==> src/rtl/maf_pkg.sv <==
package maf_pkg;

  localparam int unsigned MaxWindow = 255;
  localparam int unsigned SampleW   = 16;
  localparam int unsigned WinW      = 8;
  localparam int unsigned TotalW    = 24;
  localparam int unsigned RingAddrW = $clog2(MaxWindow);

  // restoring divider: one quotient bit per cycle over the whole dividend
  localparam int unsigned DivSteps  = TotalW;
  localparam int unsigned DivCntW   = $clog2(DivSteps + 1);

  // job queue between front and back
  localparam int unsigned QueueDepth = 2;
  localparam int unsigned QueuePtrW  = $clog2(QueueDepth);
  localparam int unsigned QueueCntW  = $clog2(QueueDepth + 1);

  localparam logic [WinW-1:0] WindowReset = WinW'(16);

  typedef struct packed {
    logic [TotalW-1:0] dividend;
    logic [WinW-1:0]   divisor;
  } job_t;

endpackage

==> src/rtl/maf_div.sv <==
module maf_div (
  input  logic                        clk_i,
  input  logic                        rst_ni,
  input  logic                        q_empty_i,
  input  maf_pkg::job_t               job_i,
  output logic                        pop_o,
  output logic [maf_pkg::SampleW-1:0] average_o,
  output logic                        average_valid_o,
  input  logic                        average_stall_i
);

  logic                            busy_q, done_q, out_valid_q;
  logic [maf_pkg::DivCntW-1:0]     cnt_q;
  logic [maf_pkg::TotalW-1:0]      quo_q;
  logic [maf_pkg::WinW-1:0]        rem_q;
  logic [maf_pkg::WinW-1:0]        div_q;
  logic [maf_pkg::SampleW-1:0]     out_q;

  logic [maf_pkg::WinW:0]          trial;
  logic                            ge;
  logic [maf_pkg::WinW-1:0]        rem_d;
  logic                            slot_free;
  logic                            load_out;

  // one restoring step: shift in the next dividend bit, subtract if it fits
  assign trial = {rem_q, quo_q[maf_pkg::TotalW-1]};
  assign ge    = trial >= {1'b0, div_q};
  always_comb begin
    rem_d = trial[maf_pkg::WinW-1:0];
    if (ge) begin
      rem_d = maf_pkg::WinW'(trial - {1'b0, div_q});
    end
  end

  assign pop_o     = !busy_q && !done_q && !q_empty_i;
  assign slot_free = !out_valid_q || !average_stall_i;
  assign load_out  = done_q && slot_free;

  always_ff @(posedge clk_i or negedge rst_ni) begin
    if (!rst_ni) begin
      busy_q      <= 1'b0;
      done_q      <= 1'b0;
      out_valid_q <= 1'b0;
      cnt_q       <= '0;
    end else begin
      if (pop_o) begin
        busy_q <= 1'b1;
        cnt_q  <= maf_pkg::DivCntW'(maf_pkg::DivSteps);
      end else if (busy_q) begin
        cnt_q <= cnt_q - maf_pkg::DivCntW'(1);
        if (cnt_q == maf_pkg::DivCntW'(1)) begin
          busy_q <= 1'b0;
          done_q <= 1'b1;
        end
      end else if (load_out) begin
        done_q <= 1'b0;
      end
      if (load_out) begin
        out_valid_q <= 1'b1;
      end else if (!average_stall_i) begin
        out_valid_q <= 1'b0;
      end
    end
  end

  always_ff @(posedge clk_i) begin
    if (pop_o) begin
      quo_q <= job_i.dividend;
      div_q <= job_i.divisor;
      rem_q <= '0;
    end else if (busy_q) begin
      quo_q <= {quo_q[maf_pkg::TotalW-2:0], ge};
      rem_q <= rem_d;
    end
    if (load_out) begin
      out_q <= quo_q[maf_pkg::SampleW-1:0];
    end
  end

  assign average_o       = out_q;
  assign average_valid_o = out_valid_q;

endmodule

==> config.mk <==
export PLATFORM = sky130hd
export DESIGN_NAME = maf_div
export DESIGN_NICKNAME = d
export VERILOG_FILES = /design/src/rtl/maf_pkg.sv /design/src/rtl/maf_div.sv
export SDC_FILE = /design/constraint.sdc
export NUM_CORES = 1
export LEC_CHECK = 0
export ABC_AREA = 0
export BUFFER_PORTS_ARGS = -buffer_cell sky130_fd_sc_hd__buf_4
export CAP_MARGIN = 25
export CORE_UTILIZATION = 40
export CTS_CLUSTER_SIZE = 28
export DETAILED_ROUTE_END_ITERATION = 10
export GPL_TIMING_DRIVEN = 1
export PLACE_DENSITY = 0.67
export SYNTH_ARGS = -nofsm -noshare
export SYNTH_HDL_FRONTEND = slang
export SYNTH_SLANG_ARGS = --single-unit
==> constraint.sdc <==
create_clock -name clk_i -period 2.86 [get_ports clk_i]
set_clock_uncertainty 0.1 [all_clocks]
set_input_delay 0.286 -clock clk_i [delete_from_list [all_inputs] [get_ports clk_i]]
set_output_delay 0.286 -clock clk_i [all_outputs]
set_load 0.01 [all_outputs]
# ---- Word-level counts from Yosys, hierarchy flattened
# Cells that the tools add are included.
dict set report word_totals {
  ff_bits 64
  in_bits 36
  elab_cells 40
}
dict set report op_classes {
  add_sub_neg 2
  magnitude_cmp 1
  eq_ne 3
  muxes 13
  bitwise 1
  n_reduce_logical 12
}
# cell n
set op_table {}
lappend op_table {{24-bit two-way mux} 2}
lappend op_table {{5-bit two-way mux} 2}
lappend op_table {{9-bit by 8-bit >= comparator with 1-bit output} 1}
lappend op_table {{1-bit two-way mux} 8}
lappend op_table {{8-bit two-way mux} 1}
lappend op_table {{8-bit subtractor} 1}
lappend op_table {{5-bit by 1-bit equality test with 1-bit output, second input constant} 1}
lappend op_table {{1-bit zero test} 5}
lappend op_table {{5-bit by 1-bit subtractor with 5-bit output, second input constant} 1}
lappend op_table {{2-bit by 1-bit != test with 1-bit output, second input constant} 2}
lappend op_table {{2-bit nonzero test} 2}
lappend op_table {{1-bit logical AND} 3}
lappend op_table {{3-bit AND reduction} 1}
lappend op_table {{1-bit logical OR} 1}
lappend op_table {{1-bit inverter} 1}

# ---- Logic depth before layout (Yosys ltp)
dict set report logic_depth {
  word_depth 5
  ltp_mapped 9
  depth_no_buf 8
}

# ---- Worst setup path before layout
# Ideal clock, no wire load.
dict set report synth_path {
  path_kind {reg-to-reg}
  start {reg out_valid_q, in the netlist average_valid_o}
  end {reg out_q, in the netlist average_o[0], enable pin}
  setup_time_ns 0.414
  arrival_ns 1.650
  required_ns 2.346
  slack_ns 0.696
  stages_incl_launch_ff 2
  period_less_slack_ns 2.164
  cell_sequence {dfrtp_1 > a21boi_0}
}
dict set report synth_via {
  elab_chain_cells 3
}
# item line_no
set synth_lines {}
lappend synth_lines {{start, declared} maf_div.sv:12} ;# logic busy_q, done_q, out_valid_q;
lappend synth_lines {{start signal, assigned} maf_div.sv:43} ;# out_valid_q <= 1'b0;
lappend synth_lines {{start signal, assigned} maf_div.sv:59} ;# out_valid_q <= 1'b1;
lappend synth_lines {{start signal, assigned} maf_div.sv:61} ;# out_valid_q <= 1'b0;
lappend synth_lines {{1-bit zero test} maf_div.sv:36} ;# assign slot_free = !out_valid_q || !average_stall_i;
lappend synth_lines {{1-bit logical OR} maf_div.sv:36}
lappend synth_lines {{1-bit logical AND} maf_div.sv:37} ;# assign load_out = done_q && slot_free;
lappend synth_lines {{net load_out} maf_div.sv:23} ;# logic load_out;
lappend synth_lines {{end signal, assigned} maf_div.sv:76} ;# out_q <= quo_q[maf_pkg::SampleW-1:0];
lappend synth_lines {{end, declared} maf_div.sv:17} ;# logic [maf_pkg::SampleW-1:0] out_q;
# The timed path passes the listed nets, and every way through them passes these cells.
# A chain may end at the register's enable or synchronous reset.

# ---- Worst setup path after layout
dict set report layout_path {
  start {reg rem_q[5] (netlist bit)}
  end {reg rem_q[1] (netlist bit)}
}
dict set report layout_via {
  elab_chain_cells 2
}
# item line_no
set layout_lines {}
lappend layout_lines {{start, declared} maf_div.sv:15} ;# logic [maf_pkg::WinW-1:0] rem_q;
lappend layout_lines {{start signal, assigned} maf_div.sv:73} ;# rem_q <= rem_d;
lappend layout_lines {{9-bit by 8-bit >= comparator with 1-bit output} maf_div.sv:27} ;# assign ge = trial >= {1'b0, div_q};
lappend layout_lines {{8-bit two-way mux} maf_div.sv:30} ;# if (ge) begin
# Every way passes these cells.

==> metrics.txt <==
# TYPE chip_impl_metric gauge
chip_impl_metric{name="ctsLongestPathBuffers",unit=""} 2
chip_impl_metric{name="internal_power",unit="mW"} 2.47
chip_impl_info{name="postSynth.topFlopCell",value="edfxtp_1"} 1
chip_impl_metric{name="finalWeightedCongestion",unit=""} 0.870
chip_impl_metric{name="fin_crit_sh",unit=""} 0.803
chip_impl_metric{name="grt_overflow_total",unit=""} 0
chip_impl_metric{name="finish.net_count",unit=""} 367
chip_impl_metric{name="flow.area_growth_from_synthesis",unit="%"} 23.9
chip_impl_info{name="crit_type",value="reg2reg"} 1
chip_impl_metric{name="syn-cell-area",unit="um^2"} 2860
chip_impl_metric{name="clock_tree.htree_level_count",unit=""} 3
chip_impl_info{name="critical_path.endpoint_type",value="register"} 1
chip_impl_metric{name="core_region_area",unit="um^2"} 6870
chip_impl_metric{name="drt_wl_total",unit="um"} 5710
chip_impl_metric{name="async_flop_share",unit=""} 0.125
chip_impl_metric{name="num_antenna_cells",unit=""} 0
chip_impl_metric{name="sequentialPowerShare",unit=""} 0.454
chip_impl_metric{name="measured_slew_at_the_worst_slew_check_pin",unit="ns"} 0.640
chip_impl_metric{name="grt_antenna_before_repair",unit=""} 0
chip_impl_metric{name="route.antenna.remaining_nets",unit=""} 0
chip_impl_metric{name="gate_count_after_technology_mapping",unit=""} 261
chip_impl_metric{name="pin_count_of_the_biggest_net_entering_global_routing",unit=""} 35
chip_impl_metric{name="dr_wl_met2",unit="um"} 2890
chip_impl_metric{name="cts-resized-gates",unit=""} 0
chip_impl_metric{name="comb_power_share",unit=""} 0.373
chip_impl_metric{name="boundaryPins",unit=""} 54
chip_impl_info{name="clock_tree_from_tritoncts",value="built"} 1
chip_impl_metric{name="timing.fmax",unit="MHz"} 435
chip_impl_metric{name="place_hpwl",unit="um"} 3960
chip_impl_metric{name="power-per-cell-area",unit="nW/um^2"} 1100
chip_impl_metric{name="max-cap-violations",unit=""} 0
chip_impl_info{name="type_of_the_most_critical_hold_path",value="in2reg"} 1
chip_impl_info{name="rsz0062_at_grt",value="no"} 1
chip_impl_metric{name="final_sum_of_negative_setup_slack",unit="ns"} 0
chip_impl_metric{name="layout.core_utilization",unit=""} 0.516
chip_impl_metric{name="slew_violations",unit=""} 0
chip_impl_metric{name="drive_above_1_share",unit=""} 0.234
chip_impl_metric{name="setup_violations",unit=""} 0
chip_impl_info{name="status",value="finished, final reports clean"} 1
chip_impl_metric{name="finalHoldViolations",unit=""} 0
chip_impl_metric{name="yosysWarningCount",unit=""} 0
chip_impl_info{name="setup.worst_path.start_class",value="register"} 1
chip_impl_metric{name="route.detailed.vias_per_inst",unit=""} 4.96
chip_impl_metric{name="detail_route.drc_violations",unit=""} 0
chip_impl_metric{name="synth_edf_count",unit=""} 48
chip_impl_metric{name="cp_max_fo",unit=""} 13
chip_impl_metric{name="switching_share",unit=""} 0.364
chip_impl_metric{name="max-slew-margin-rel",unit=""} 0.573
chip_impl_metric{name="die_height",unit="um"} 86.6
chip_impl_metric{name="cts.clk_slew.worst_paths",unit="ns"} 0.07
chip_impl_metric{name="die-width",unit="um"} 86.6
chip_impl_metric{name="grt_use_total",unit=""} 0.160
chip_impl_metric{name="drt_first_pass_iters",unit=""} 4
chip_impl_metric{name="row_count",unit=""} 30
chip_impl_metric{name="design.die.area",unit="um^2"} 7500
chip_impl_metric{name="ir_drop",unit="uV"} 461
chip_impl_metric{name="m1WireLength",unit="um"} 2490
chip_impl_metric{name="port_buffers",unit=""} 53
chip_impl_info{name="root_buffer",value="clkbuf_8"} 1
chip_impl_metric{name="critical_path_required",unit="ns"} 2.98
chip_impl_metric{name="dr_total_vias",unit=""} 2087
chip_impl_metric{name="numCtsBuffers",unit=""} 9
chip_impl_metric{name="routed_wire_per_std_cell",unit="um"} 13.6
chip_impl_metric{name="p_leak",unit="nW"} 1.53
chip_impl_metric{name="syn_area_per_cell",unit="um^2"} 11.0
chip_impl_metric{name="yosys.cell_types.count",unit=""} 40
chip_impl_info{name="route.top_layer_used",value="met4"} 1
chip_impl_metric{name="postSynthNetCount",unit=""} 308
chip_impl_metric{name="portion_of_the_post_synthesis_area_used_by_sequential_elements",unit=""} 0.630
chip_impl_metric{name="layout_min_cycle_time",unit="ns"} 2.30
chip_impl_metric{name="total_switching_power",unit="mW"} 1.42
chip_impl_metric{name="clkSinkCount",unit=""} 64
chip_impl_metric{name="timing.critical_path.arrival",unit="ns"} 2.42
chip_impl_metric{name="met3WireLength",unit="um"} 246
chip_impl_metric{name="power.clock.fraction",unit=""} 0.173
chip_impl_metric{name="worst_skew_pair.late_latency",unit="ns"} 0.33
chip_impl_metric{name="flops_latches_synth",unit=""} 64
chip_impl_metric{name="grt_pass1_vias",unit=""} 1902
chip_impl_metric{name="floorplan.initialDensity",unit=""} 0.417
chip_impl_metric{name="grt_pass1_wl",unit="um"} 8910
chip_impl_metric{name="hold_slack",unit="ns"} 0.0251
chip_impl_metric{name="initialDrtViolationCount",unit=""} 98
[per-stage QoR]
| step | instance area [um^2] | setup WS (ns) | power (mW) | instances |
|---|---|---|---|---|
| CTS | 3550 | 0.604 | 3.90 | 421 |
| global placement | 3360 | 0.713 | 3.18 | 404 |
| detailed placement | 3360 | 0.626 | 3.21 | 404 |
| global route | 3550 | 0.441 | 4.14 | 421 |
| finish | 3550 | 0.562 | 3.89 | 421 |
| floorplan | 2860 | 0.696 | 2.77 | 261 |
[layout make-up]
cell class	count	area (um^2)
Tap cell	96	120
Clock buffer	9	124
Sequential cell	64	1800
Inverter	17	68.8
Clock inverter	7	47.5
Fill cell	618	3320
Multi-Input combinational cell	170	946
Timing Repair Buffer	58	438
[cell usage in the layout, fill, tap and decap left out, drive strengths merged]
master	count
o2bb2ai	1
nor4b	1
or3	1
a22o	2
nor4	2
a31oi	4
mux2i	3
o21ai	13
nor2b	4
o211ai	1
a311oi	1
a311o	1
clkinvlp	4
dfrtp	8
clkinv	3
xor2	1
a21oi	11
nand2	78
a21o	1
nand2b	2
fa	1
o31ai	2
clkbuf	9
nor2	10
o31a	1
edfxtp	48
dfxtp	8
inv	17
nand3	5
o221ai	1
and3	3
a21boi	1
dlygate4sd3	1
buf	57
nor3	3
xnor2	6
ha	10
[synthesized netlist by cell type, types with 2 or more instances]
master | count | area [um^2]
nand3_1 | 5 | 25.0
nor3_1 | 3 | 15.0
dfrtp_1 | 8 | 200
xnor2_1 | 6 | 52.6
nor2b_1 | 4 | 25.0
clkbuf_1 | 5 | 18.8
dfxtp_1 | 8 | 160
buf_2 | 3 | 15.0
edfxtp_1 | 48 | 1440
o21ai_0 | 12 | 60.1
nor4_1 | 2 | 12.5
a22o_1 | 2 | 17.5
inv_1 | 16 | 60.1
a31oi_1 | 4 | 25.0
o31ai_1 | 2 | 15.0
ha_1 | 10 | 125
and3_1 | 3 | 18.8
nor2_1 | 9 | 33.8
nand2b_1 | 2 | 12.5
nand2_1 | 78 | 293
a21oi_1 | 9 | 45.0
a21oi_2 | 2 | 17.5
mux2i_1 | 3 | 30.0
[power by group through the flow]
stage / registers [mW] / clock network (mW) / logic (mW)
2_1_floorplan: 1.74 / 0 / 1.03
3_3_place_gp: 1.76 / 0 / 1.42
3_5_place_dp: 1.78 / 0 / 1.44
4_1_cts: 1.76 / 0.690 / 1.45
5_1_grt: 1.80 / 0.731 / 1.60
6_report: 1.76 / 0.673 / 1.45
[worst max-delay path, cell delays in order, from the launching register on]
cell	delay, ns
dfxtp_1	0.34
ha_1	0.39
a21oi_1	0.29
o221ai_1	0.16
a21oi_2	0.51
mux2i_1	0.18
a22o_1	0.21
[final timing paths]
path	startpoint	endpoint	slack (ns)	depth (start not counted)
max reg2reg	rem_q[5]	rem_q[1]	0.56	6
max in group asynchronous	rst_ni	busy_q	2.32	2
min	job_i[6]	div_q[6]	0.03	1
min in group asynchronous	rst_ni	average_valid_o	0.20	2
min reg2reg	quo_q[5]	average_o[5]	0.35	0
max	rem_q[5]	rem_q[1]	0.56	6
[metal layers]
layer | global-route usage | up-vias
li1 | - | 1022
met1 | 0.199 | 1012
met2 | 0.263 | 43
met3 | 0.0486 | 10
met4 | 0.0591 | 0
met5 | 0 | -
[state kept, by name (all words and copies together), names as in the netlist]
name and flops:
done_q 1, div_q 8, average_o 16, busy_q 1, rem_q 8, average_valid_o 1
quo_q 24, cnt_q 5
[kinds of logic (layout without fill, tap and decap cells)]
kind of cell	count (synthesis)	after routing	share of synthesized area
fa+ha+maj	11	11	0.0507
buf+inv	27	91	0.0398
xor+xnor	7	7	0.0214
flops	64	64	0.630
mux	3	3	0.0105
simple gates	109	109	0.160
compound gates	40	40	0.0883
[what timing repair did]
item | 4_1_cts | 5_1_grt
setup endpoints to repair | 0 | 0
buffers inserted | 0 | 0
hold buffers | 1 | 0
hold endpoints to repair | 8 | 0
Power figures use the tool's default switching activity.
