===== src/rtl/maf_pkg.sv =====
package maf_pkg;

  localparam int unsigned MaxWindow = 255;
  localparam int unsigned SampleW   = 16;
  localparam int unsigned WinW      = 8;
  localparam int unsigned TotalW    = 24;
  localparam int unsigned RingAddrW = $clog2(MaxWindow);

  // restoring divider: one quotient bit per cycle over the whole dividend
  localparam int unsigned DivSteps  = TotalW;
  localparam int unsigned DivCntW   = $clog2(DivSteps + 1);

  // job queue between front and back
  localparam int unsigned QueueDepth = 2;
  localparam int unsigned QueuePtrW  = $clog2(QueueDepth);
  localparam int unsigned QueueCntW  = $clog2(QueueDepth + 1);

  localparam logic [WinW-1:0] WindowReset = WinW'(16);

  typedef struct packed {
    logic [TotalW-1:0] dividend;
    logic [WinW-1:0]   divisor;
  } job_t;

endpackage


===== src/rtl/maf_queue.sv =====
module maf_queue (
  input  logic          clk_i,
  input  logic          rst_ni,
  input  logic          push_i,
  input  maf_pkg::job_t job_i,
  output logic          full_o,
  input  logic          pop_i,
  output logic          empty_o,
  output maf_pkg::job_t job_o
);

  maf_pkg::job_t                   entry_q [maf_pkg::QueueDepth];
  logic [maf_pkg::QueuePtrW-1:0]   wr_q, rd_q;
  logic [maf_pkg::QueueCntW-1:0]   cnt_q;
  logic                            do_push, do_pop;

  assign full_o  = (cnt_q == maf_pkg::QueueCntW'(maf_pkg::QueueDepth));
  assign empty_o = (cnt_q == '0);
  assign do_push = push_i && !full_o;
  assign do_pop  = pop_i && !empty_o;
  assign job_o   = entry_q[rd_q];

  always_ff @(posedge clk_i or negedge rst_ni) begin
    if (!rst_ni) begin
      wr_q  <= '0;
      rd_q  <= '0;
      cnt_q <= '0;
    end else begin
      if (do_push) begin
        wr_q <= (wr_q == maf_pkg::QueuePtrW'(maf_pkg::QueueDepth - 1)) ?
                '0 : wr_q + maf_pkg::QueuePtrW'(1);
      end
      if (do_pop) begin
        rd_q <= (rd_q == maf_pkg::QueuePtrW'(maf_pkg::QueueDepth - 1)) ?
                '0 : rd_q + maf_pkg::QueuePtrW'(1);
      end
      if (do_push && !do_pop) begin
        cnt_q <= cnt_q + maf_pkg::QueueCntW'(1);
      end else if (do_pop && !do_push) begin
        cnt_q <= cnt_q - maf_pkg::QueueCntW'(1);
      end
    end
  end

  always_ff @(posedge clk_i) begin
    if (do_push) begin
      entry_q[wr_q] <= job_i;
    end
  end

endmodule


===== config.mk =====
export PLATFORM = sky130hd
export DESIGN_NAME = maf_queue
export DESIGN_NICKNAME = d
export VERILOG_FILES = /design/src/rtl/maf_pkg.sv /design/src/rtl/maf_queue.sv
export SDC_FILE = /design/constraint.sdc
export NUM_CORES = 1
export LEC_CHECK = 0
export BUFFER_PORTS_ARGS = -buffer_cell sky130_fd_sc_hd__buf_2
export CAP_MARGIN = 20
export CORE_MARGIN = 8
export CORE_UTILIZATION = 45
export CTS_CLUSTER_DIAMETER = 60
export DETAILED_ROUTE_END_ITERATION = 6
export PLACE_DENSITY = 0.79
export SLEW_MARGIN = 5
export SYNTH_ARGS = -nofsm -noshare
export SYNTH_HDL_FRONTEND = slang
export SYNTH_SLANG_ARGS = --single-unit

===== constraint.sdc =====
create_clock -name clk_i -period 2.7 [get_ports clk_i]
set_clock_uncertainty 0.15 [all_clocks]
set_input_delay 0.675 -clock clk_i [delete_from_list [all_inputs] [get_ports clk_i]]
set_output_delay 0.675 -clock clk_i [all_outputs]
set_load 0.02 [all_outputs]

After elaboration in Yosys (flattened, before gate mapping)
Memory sizes are Yosys's and may differ from the RTL's. Cells that the tools add are included.

Register bits: 4. Bits in latches: 0. Memory bits (writable): 64. ROM bits: 0. Input bits: 36. Output and inout port bits: 34. Logic and storage cells: 25. Memories: 1.

Add/subtract/negate cells: 4. $mul: 0. Div/mod/pow operators: 0. Magnitude comparators: 0. Eq/ne operators: 1. Shifts and indexed selects: 0. Multiplexer cells: 6. Bitwise gates (word level): 0. Reduce and logical (&&, ||, !) cells: 10.

Memories: entry_q (words 2, bits a word 32, rd ports 1, clocked after Yosys merged registers in 0, wr ports 1, line maf_queue.sv:12) `maf_pkg::job_t entry_q [maf_pkg::QueueDepth];`.

Operators with widths (count): logical AND 1 bit (4); logical NOT 1 bit (4); two-way mux 1 bit (4); two-way mux 2 bit (2); adder 1 bit (second input constant) (2); adder 2 x 1 -> 2 bit (second input constant) (1); equality test 2 bit (second input constant) (1); logical NOT 2 bit (1); nonzero test 2 bit (1); subtractor 2 x 1 -> 2 bit (second input constant) (1).

Logic depth before layout (Yosys ltp)
Gate-level depths: netlist of run 1.

Depth after elaboration: 7. Gate-level depth with buffers: 7. Mapped depth without buffers: 7.

Worst setup path after synthesis of run 1
No wires, ideal clock.

Path type: input-to-reg. From: input push_i. To: memory entry_q[0][0] in the netlist's numbering, enable pin. Library setup time: 421 ps. Arrival: 2118 ps. Required time: 2129 ps. Path slack: 11 ps. Cell stages on the path: 2. Cell sequence: nand2_1 nor2_1.

Cells in the longest elaborated chain, start to end: 3.

Ends and longest elaborated chain: start: declaration (line maf_queue.sv:4) `input logic push_i,`; logical AND 1 bit (line maf_queue.sv:19) `assign do_push = push_i && !full_o;`; two-way mux 1 bit (line maf_queue.sv:46) `if (do_push) begin`; two-way mux 1 bit (implied by the code) (line maf_queue.sv:47) `entry_q[wr_q] <= job_i;`; end: declaration (line maf_queue.sv:12).

No other way between the ends.

==> summary.txt, run 1 <==
Outcome: complete, no violations
Psw: 1.18 mW
Critical hold path startpoint: cnt_q[1]$_DFFE_PN0P_
Largest area contributor in the netlist: edfxtp_1
Core occupancy in the finished layout: 56.4%
Max-cap viol count: 0
Row count: 28
Most common cell in the synthesized netlist: edfxtp_1
Compound-Gate Fraction of Synth Area: 0.188%
Synth warnings: 0
Synthesized area: 2660 um^2
Vias: 1312
Largest net degree at the start of global routing: 21
Vias in the first global route: 1393
GPL Wtd Cong: 0.653
Detailed Routing Iterations Pass 1: 4
DP HPWL: 3.33 mm
I/O pins: 70
Post-Syn Area per Cell: 22.3 um^2
Dpl cell area: 3090 um^2
Share of synthesized registers carrying an async set or reset: 5.88%
Static leakage: 1.34 nW
Ant. Diodes: 0
Clk network pwr share: 20.6%
Worst path required time: 1880 ps
Critical Path AT: 1480 ps
Remaining global-route overflow: 0
Maximum VDD drop: 0.520 mV
Primary FF master, synth: edfxtp_1
Antenna violations before repair: 0
Endpoints failing hold: 0
Die ar.: 8620 um^2
Clk buf depth: 2
Per-cell routed wire length: 16.2 um
Share of the yosys chip area belonging to registers: 76.0%
Core footprint: 5820 um^2
Top cells by area, synth: edfxtp_1 72%, mux2_4 16%, dfrtp_1 3.8%
Tightest Pin Transition: 446 ps
Unrepaired setup endpoints after global routing: no
Pwr Total: 3.67 mW
Critical path peak fanout: 17
WS Path Type: reg -> out
Commonest cells in the synthesized netlist: 64 x edfxtp_1, 29 x mux2_4, 4 x dfrtp_1
CTS tree: done
P&R area growth vs syn: 23.3%
# port buffers: 69
H-Tree Depth: 3
Netlist cell types: 15
Startpoint Class: flop
DIE WIDTH: 92.9 um
Via density: 4.67
Number of synthesized flops with an enable pin: 64
Max Slew Vio Count: 0
DRC viols: 0
Non-Filler Instances: 281
Logic gate share of total power: 37.7%
Final antenna-violating net count: 0
Setup crit end kind: output pin
Worst-Skew Late Latency: 320 ps
Tmin final: 2300 ps
Yosys top cell area share: 72.3%
Simple-gate share of the synthesized area: 1.04%
Final Setup Violations: 0
Mapped Cells: 119
All-layer global routing usage: 10.9%
# resized after CTS: 0
Placed cells: 264
Post-synthesis xor/xnor area fraction: 1.65%
Share of post-route cells with drive strength above 1: 58.7%
Sequential share of power: 41.7%
Net Sw Frac: 32.3%
Routed WL: 4.55 mm
Crit path from: rd_q$_DFFE_PN0P_
Initial core utilization: 45.7%
Fillers: 465
Clock sinks: 68
Hold Buf Count CTS: 1
First-pass GRT wire length: 6.98 mm
Net Count, Synth: 156
Post-Synth Adder-Cell Area: 0.471%
Register bit count reported by yosys: 68
Period utilization: 85.3%
Nets: 238
PD cells: 1120 nW/um^2
R2R Path Start: cnt_q[0]$_DFFE_PN0P_
Postcts setup bufs: 0
Cts bufs inserted: 9
Main combinational cell family by area after synthesis: multiplexers
Setup_tns: 0 ps
Power Internal: 2.49 mW
CTS clk-pin slew, worst paths: 60 ps
Fmax: 434 MHz
CTS root buffer: clkbuf_8
Worst hold path class: reg -> reg
Slew headroom: 70.2%
DRT iter0 DRCs: 56
Mux cell area share after synthesis: 17.6%
Final Cell Area: 3280 um^2
Chip height: 92.9 um
## metal layers
metal	share of wire, %	routed length [um]	vias up	global-route usage (%)
li1	-	-	619	-
met1	37	1690	635	11.0
met2	51	2300	49	18.2
met3	9.7	440	9	4.61
met4	2.5	115	0	7.25
met5	0	0	-	0
## sequential cells by signal (all words and copies together), names as in the netlist
name / flops
wr_q: 1
entry_q: 64
cnt_q: 2
rd_q: 1
## metrics by stage
| stage | hold WS, ps | setup WS [ps] |
|---|---|---|
| floorplan | 229 | 10.6 |
| global placement | 344 | 729 |
| detailed placement | 345 | 720 |
| CTS | 366 | 352 |
| global route | 367 | 311 |
| finish | 382 | 396 |
## power by group through the flow
| stage | logic (mW) | registers [mW] | clock network, mW |
|---|---|---|---|
| final | 1.38 | 1.53 | 0.756 |
| after global routing | 1.48 | 1.55 | 0.824 |
| after CTS | 1.41 | 1.54 | 0.779 |
| after detailed placement | 1.41 | 1.56 | 0 |
| after global placement | 1.39 | 1.54 | 0 |
| after floorplan | 1.11 | 1.53 | 0 |
## layout by cell type, fill, tap and decap left out, drive strengths merged
| master | count |
|---|---|
| clkbuf | 10 |
| inv | 2 |
| dlygate4sd3 | 1 |
| ha | 1 |
| mux2 | 32 |
| nand2b | 1 |
| xnor2 | 3 |
| edfxtp | 64 |
| and3 | 1 |
| clkinvlp | 1 |
| o21ai | 1 |
| nor2 | 3 |
| xor2 | 2 |
| dfrtp | 4 |
| clkinv | 4 |
| bufinv | 1 |
| buf | 74 |
| nand2 | 1 |
## worst max-delay path: stages (launching register included)
cell     delay [ps]
dfrtp_2         350
buf_4           310
mux2_4          340
buf_2           160
## cell type report
class / count / area [um^2] / share of cell area [%]
clock inverters: 6 / 55.1 / 1.68
repair buffers: 75 / 405 / 12.4
well taps: 75 / 93.8 / 2.86
flip-flops and latches: 68 / 2020 / 61.7
multi-input cells: 45 / 566 / 17.3
inverters: 2 / 7.51 / 0.229
clock buffers: 10 / 128 / 3.89
## logic make-up (layout without fill, tap and decap cells)
kind of cell,after synthesis,in the layout
AOI/OAI and AO/OA,1,1
xor gates and xnor gates,5,5
adders and majority gates,1,1
buffers and inverters,6,93
DFF,68,68
muxes,32,32
and+or+nand+nor,6,6
## worst paths after layout
kind / depth (start not counted) / slack, ps / endpoint
setup / recovery: 3 / 400 / job_o[16]
hold / removal: 1 / 380 / cnt_q[1]$_DFFE_PN0P_
max in group asynchronous: 2 / 1710 / rd_q$_DFFE_PN0P_
hold reg to reg: 1 / 380 / cnt_q[1]$_DFFE_PN0P_
min in group asynchronous: 2 / 540 / cnt_q[1]$_DFFE_PN0P_
setup reg to reg: 4 / 900 / entry_q[0][9]$_DFFE_PP_
No activity file was read; power rests on OpenSTA's default activity.
==> run 2: changes to the inputs <==
--- a/config.mk
+++ b/config.mk
@@ -5,6 +5,7 @@
 export SDC_FILE = /design/constraint.sdc
 export NUM_CORES = 1
 export LEC_CHECK = 0
+export ABC_AREA = 1
 export BUFFER_PORTS_ARGS = -buffer_cell sky130_fd_sc_hd__buf_2
 export CAP_MARGIN = 20
 export CORE_MARGIN = 8
==> summary.txt, run 2 <==
Primary FF master, synth: edfxtp_1 (unchanged)
Ant. Diodes: 0 (unchanged)
Final antenna-violating net count: 0 (unchanged)
Die ar.: 8350 um^2 (was 8620 um^2)
Synthesized area: 2560 um^2 (was 2660 um^2)
Vias: 1637 (was 1312)
Most used cell, CP: nand2_1
CP peak stage delay: 420 ps (was 350 ps)
Fmax: 428 MHz (was 434 MHz)
DRT iter0 DRCs: 98 (was 56)
Worst hold path class: reg -> reg (unchanged)
Clk buf depth: 2 (unchanged)
CTS tree: done (unchanged)
Worst-Skew Late Latency: 320 ps (about the same)
Most common cell in the synthesized netlist: nand2_1 (was edfxtp_1)
Via density: 4.62 (was 4.67)
Slew headroom: 63.0% (was 70.2%)
I/O pins: 70 (unchanged)
DIE WIDTH: 91.4 um (was 92.9 um)
Yosys top cell area share: 75.1% (was 72.3%)
CTS clk-pin slew, worst paths: 60 ps (about the same)
Vias in the first global route: 1726 (was 1393)
Most flops, register: entry_q (unchanged)
First-pass GRT wire length: 7.85 mm (was 6.98 mm)
All-layer global routing usage: 12.2% (was 10.9%)
Per-cell routed wire length: 13.5 um (was 16.2 um)
Non-Filler Instances: 354 (was 281)
Endpoints failing hold: 0 (unchanged)
Setup ws final: 366 ps (was 396 ps)
# resized after CTS: 0 (unchanged)
# port buffers: 69 (unchanged)
Routed WL: 4.77 mm (was 4.55 mm)
Critical path peak fanout: 33 (was 17)
Startpoint Class: flop (unchanged)
GPL Wtd Cong: 0.742 (was 0.653)
Share of the yosys chip area belonging to registers: 79.0% (was 76.0%)
WS Path Type: reg -> out (unchanged)
Worst path bufs/invs: 2 (unchanged)
Tmin final: 2330 ps (was 2300 ps)
Hold_ws: 338 ps (was 382 ps)
CTS root buffer: clkbuf_8 (unchanged)
Max Slew Vio Count: 0 (unchanged)
Most common cell after layout, fill and taps aside: nand2_1 (was buf_2)
Detailed Routing Iterations Pass 1: 4 (unchanged)
Post-Syn Area per Cell: 12.9 um^2 (was 22.3 um^2)
Final Setup Violations: 0 (unchanged)
Cts bufs inserted: 9 (unchanged)
Largest registers: entry_q x64, cnt_q x2 (unchanged)
Core footprint: 5510 um^2 (was 5820 um^2)
Period utilization: 86.5% (was 85.3%)
Core occupancy in the finished layout: 57.5% (was 56.4%)
Hold Buf Count CTS: 1 (unchanged)
Netlist cell types: 15 (unchanged)
Commonest non-fill, non-tap cells in the layout: 105 x nand2_1, 69 x buf_2, 64 x edfxtp_1 (was 69 x buf_2, 64 x edfxtp_1, 29 x mux2_4)
Synth warnings: 0 (unchanged)
Remaining global-route overflow: 0 (unchanged)
Setup crit end kind: output pin (unchanged)
Postcts setup bufs: 0 (unchanged)
Maximum VDD drop: 0.619 mV (was 0.520 mV)
Worst path slowest cell: inv_2 (was dfrtp_2)
Largest area contributor in the netlist: edfxtp_1 (unchanged)
Chip height: 91.4 um (was 92.9 um)
Number of synthesized flops with an enable pin: 64 (unchanged)
P&R area growth vs syn: 23.8% (was 23.3%)
DP HPWL: 3.28 mm (was 3.33 mm)
Top delay family on crit path: buffers and inverters (unchanged)
Critical Path AT: 1510 ps (was 1480 ps)
DRC viols: 0 (unchanged)
Initial core utilization: 46.5% (was 45.7%)
Net Count, Synth: 236 (was 156)
Placed cells: 338 (was 264)
Setup_tns: 0 ps (unchanged)
Final Cell Area: 3170 um^2 (was 3280 um^2)
Static leakage: 1.41 nW (was 1.34 nW)
Antenna violations before repair: 0 (unchanged)
Max FFs per register: 64 (unchanged)
Worst path required time: 1880 ps (about the same)
Clock sinks: 68 (unchanged)
Share of post-route cells with drive strength above 1: 31.6% (was 58.7%)
Max-cap viol count: 0 (unchanged)
Tightest Pin Transition: 554 ps (was 446 ps)
Crit-path cells: inv_2, nand2_1, nand2_1, buf_2 (was buf_4, mux2_4, buf_2)
Unrepaired setup endpoints after global routing: no (unchanged)
Mapped Cells: 199 (was 119)
Nets: 315 (was 238)
Pwr Total: 3.50 mW (was 3.67 mW)
Share of synthesized registers carrying an async set or reset: 5.88% (unchanged)
Register bit count reported by yosys: 68 (unchanged)
PD cells: 1110 nW/um^2 (was 1120 nW/um^2)
Largest net degree at the start of global routing: 34 (was 21)
Commonest cells in the synthesized netlist: 105 x nand2_1, 64 x edfxtp_1, 7 x inv_1 (was 64 x edfxtp_1, 29 x mux2_4, 4 x dfrtp_1)
H-Tree Depth: 3 (unchanged)
Outcome: complete, no violations (unchanged)
Row count: 27 (was 28)
Dpl cell area: 3010 um^2 (was 3090 um^2)
Setup WS pre-CTS: 694 ps (was 720 ps)
Top cells by area, synth: edfxtp_1 75%, nand2_1 15%, dfrtp_1 3.9% (was edfxtp_1 72%, mux2_4 16%, dfrtp_1 3.8%)
run 2: changes by cell type after synthesis, moves of 3 or more:
cell	before	now
nand2_1	1	105
mux2_4	29	0
inv_1	2	7
buf_2	0	4
buf_12	3	0
buf_4	0	3
mux2_2	3	0
run 2: worst paths after layout:
check                                startpoint                       end  slack (ps)  depth (start not counted)
max in group asynchronous                rst_ni      cnt_q[0]$_DFFE_PN0P_        1750                          2
min in group asynchronous                rst_ni      cnt_q[1]$_DFFE_PN0P_         530                          2
hold reg to reg                wr_q$_DFFE_PN0P_          wr_q$_DFFE_PN0P_         340                          2
setup / recovery               rd_q$_DFFE_PN0P_                 job_o[11]         370                          4
hold / removal                 wr_q$_DFFE_PN0P_          wr_q$_DFFE_PN0P_         340                          2
setup reg to reg           cnt_q[1]$_DFFE_PN0P_  entry_q[0][14]$_DFFE_PP_        1130                          6
run 2: power breakdown:
group / switching (mW) / internal [mW] / total, mW
logic: 0.938 / 0.404 / 1.34
registers: 0.0755 / 1.44 / 1.52
clock network: 0.326 / 0.319 / 0.645
run 2: area by class of cell:
cell class	instances	area, um^2
clock buffers	11	131
clock inverters	4	17.5
fillers	452	2340
inverters	8	30.0
multi-input cells	116	472
flip-flops and latches	68	2020
well taps	72	90.1
repair buffers	75	405
run 2: worst min-delay path, cell delays in order, from the launching register on:
cell and delay (ps):
dfrtp_1 340, nand2_1 50, nand2_1 60
run 2: kinds of logic (layout without fill, tap and decap cells):
kind of cell    count (synthesis)  after routing  synth area share, %
simple gates                  112            112                 16.9
flops                          68             68                 79.0
buf+inv                        15             98                 2.84
compound gates                  2              2                0.391
fa+ha+maj                       1              1                0.489
xor+xnor                        1              1                0.342
run 2: per-layer routing:
| layer | wire (um) | track usage, % |
|---|---|---|
| met3 | 424 | 6.09 |
| met5 | 0 | 0 |
| met1 | 1880 | 11.7 |
| met2 | 2360 | 20.4 |
| met4 | 99 | 8.05 |
==> run 3: changes to the inputs <==
--- a/config.mk
+++ b/config.mk
@@ -5,10 +5,9 @@
 export SDC_FILE = /design/constraint.sdc
 export NUM_CORES = 1
 export LEC_CHECK = 0
-export ABC_AREA = 1
 export BUFFER_PORTS_ARGS = -buffer_cell sky130_fd_sc_hd__buf_2
 export CAP_MARGIN = 20
-export CORE_MARGIN = 8
+export CORE_MARGIN = 2
 export CORE_UTILIZATION = 45
 export CTS_CLUSTER_DIAMETER = 60
 export DETAILED_ROUTE_END_ITERATION = 6
==> summary.txt, run 3 (same netlist as run 1, synthesis figures left out) <==
Outcome: complete, no violations (unchanged)
GPL Wtd Cong: 0.699 (was 0.742)
Critical path peak fanout: 25 (was 33)
Vias in the first global route: 1293 (was 1726)
Chip height: 80.9 um (was 91.4 um)
Die ar.: 6540 um^2 (was 8350 um^2)
Core occupancy in the finished layout: 58.3% (was 57.5%)
Worst-Skew Late Latency: 320 ps (about the same)
Final Setup Violations: 0 (unchanged)
R2R cell count: 3 (was 6)
Max FFs per register: 64 (unchanged)
# port buffers: 69 (unchanged)
Worst r2r dst: entry_q[1][11]$_DFFE_PP_ (was entry_q[0][14]$_DFFE_PP_)
Critical hold path startpoint: cnt_q[1]$_DFFE_PN0P_ (was wr_q$_DFFE_PN0P_)
Dpl cell area: 3100 um^2 (was 3010 um^2)
Slew headroom: 72.4% (was 63.0%)
Unrepaired setup endpoints after global routing: no (unchanged)
Worst path required time: 1880 ps (about the same)
Setup_tns: 0 ps (unchanged)
Share of post-route cells with drive strength above 1: 58.5% (was 31.6%)
PD cells: 1100 nW/um^2 (was 1110 nW/um^2)
First-pass GRT wire length: 6.17 mm (was 7.85 mm)
Hold Path Sink: cnt_q[1]$_DFFE_PN0P_ (was wr_q$_DFFE_PN0P_)
Max Slew Vio Count: 0 (unchanged)
WS Path Type: reg -> out (unchanged)
All-layer global routing usage: 13.4% (was 12.2%)
Ant. Diodes: 0 (unchanged)
Static leakage: 1.34 nW (was 1.41 nW)
P&R area growth vs syn: 22.9% (was 23.8%)
Largest net degree at the start of global routing: 26 (was 34)
Setup WS pre-CTS: 769 ps (was 694 ps)
Setup crit end kind: output pin (unchanged)
R2R Path Start: cnt_q[0]$_DFFE_PN0P_ (was cnt_q[1]$_DFFE_PN0P_)
WHS Path Cells: 1 (was 2)
Per-cell routed wire length: 14.7 um (was 13.5 um)
Commonest non-fill, non-tap cells in the layout: 69 x buf_2, 64 x edfxtp_1, 29 x mux2_4 (was 105 x nand2_1, 69 x buf_2, 64 x edfxtp_1)
Maximum VDD drop: 0.726 mV (was 0.619 mV)
DRC viols: 0 (unchanged)
Period utilization: 84.0% (was 86.5%)
DP HPWL: 2.77 mm (was 3.28 mm)
Vias: 1316 (was 1637)
Detailed Routing Iterations Pass 1: 6 (was 4)
Final antenna-violating net count: 0 (unchanged)
Postcts setup bufs: 0 (unchanged)
Tightest Pin Transition: 414 ps (was 554 ps)
Tmin final: 2270 ps (was 2330 ps)
Final Cell Area: 3270 um^2 (was 3170 um^2)
Row count: 27 (unchanged)
Worst hold path class: reg -> reg (unchanged)
Clock sinks: 68 (unchanged)
CTS tree: done (unchanged)
Max-cap viol count: 0 (unchanged)
DIE WIDTH: 80.9 um (was 91.4 um)
Startpoint Class: flop (unchanged)
H-Tree Depth: 3 (unchanged)
Endpoints failing hold: 0 (unchanged)
Flop2flop setup slack: 960 ps (was 1130 ps)
Initial core utilization: 47.4% (was 46.5%)
Fmax: 441 MHz (was 428 MHz)
I/O pins: 70 (unchanged)
Antenna violations before repair: 0 (unchanged)
Most flops, register: entry_q (unchanged)
Core footprint: 5610 um^2 (was 5510 um^2)
Critical Path AT: 1440 ps (was 1510 ps)
Setup ws final: 433 ps (was 366 ps)
Via density: 4.75 (was 4.62)
Clk buf depth: 2 (unchanged)
CTS root buffer: clkbuf_8 (unchanged)
CTS clk-pin slew, worst paths: 70 ps (was 60 ps)
Most common cell after layout, fill and taps aside: buf_2 (was nand2_1)
Cts bufs inserted: 9 (unchanged)
Remaining global-route overflow: 0 (unchanged)
Pwr Total: 3.59 mW (was 3.50 mW)
Routed WL: 4.08 mm (was 4.77 mm)
DRT iter0 DRCs: 57 (was 98)
Nets: 237 (was 315)
Largest registers: entry_q x64, cnt_q x2 (unchanged)
==> run 3: final cells by class <==
class / count / area [um^2]
Fill cell: 455 / 2340
Timing Repair Buffer: 74 / 423
Multi-Input combinational cell: 45 / 566
Clock buffer: 9 / 124
Sequential cell: 68 / 2020
Inverter: 2 / 7.51
Tap cell: 72 / 90.1
Clock inverter: 7 / 33.8
==> run 3: per-layer routing <==
metal	global-route usage, %	routed length, um
met5	0	0
met4	10.0	119
met3	4.33	300
met2	20.7	1960
met1	15.6	1710
==> run 3: repair_timing <==
action | in CTS | in global routing
endpoints found under the setup margin | 0 | 0
hold endpoints to repair | 4 | 0
resized for setup | 0 | 0
hold buffers | 1 | 0
==> run 3: critical path: stages (launching register included) <==
cell and delay [ps]:
dfrtp_2 380, buf_12 210, mux2_2 360, buf_2 160
==> run 3: worst max path at each step <==
| stage | cells after the start | start | end |
|---|---|---|---|
| detailed placement | 3 | rd_q$_DFFE_PN0P_ | job_o[9] |
| finish | 3 | rd_q$_DFFE_PN0P_ | job_o[10] |
| floorplan | 2 | push_i | entry_q[0][0]$_DFFE_PP_ |
| global route | 3 | rd_q$_DFFE_PN0P_ | job_o[9] |
| CTS | 3 | rd_q$_DFFE_PN0P_ | job_o[9] |
| global placement | 3 | rd_q$_DFFE_PN0P_ | job_o[9] |
==> run 3: power by group <==
part           leakage (nW)  internal [mW]  switching (mW)
Combinational         0.615          0.648           0.748
Sequential            0.640           1.45          0.0875
Clock                0.0813          0.318           0.346
Total                  1.34           2.41            1.18
==> run 3: stage by stage <==
stage / std cells / hold WS [ps]
CTS: 277 / 364
finish: 277 / 378
global placement: 260 / 337
floorplan: 119 / 229
global route: 277 / 361
detailed placement: 260 / 338
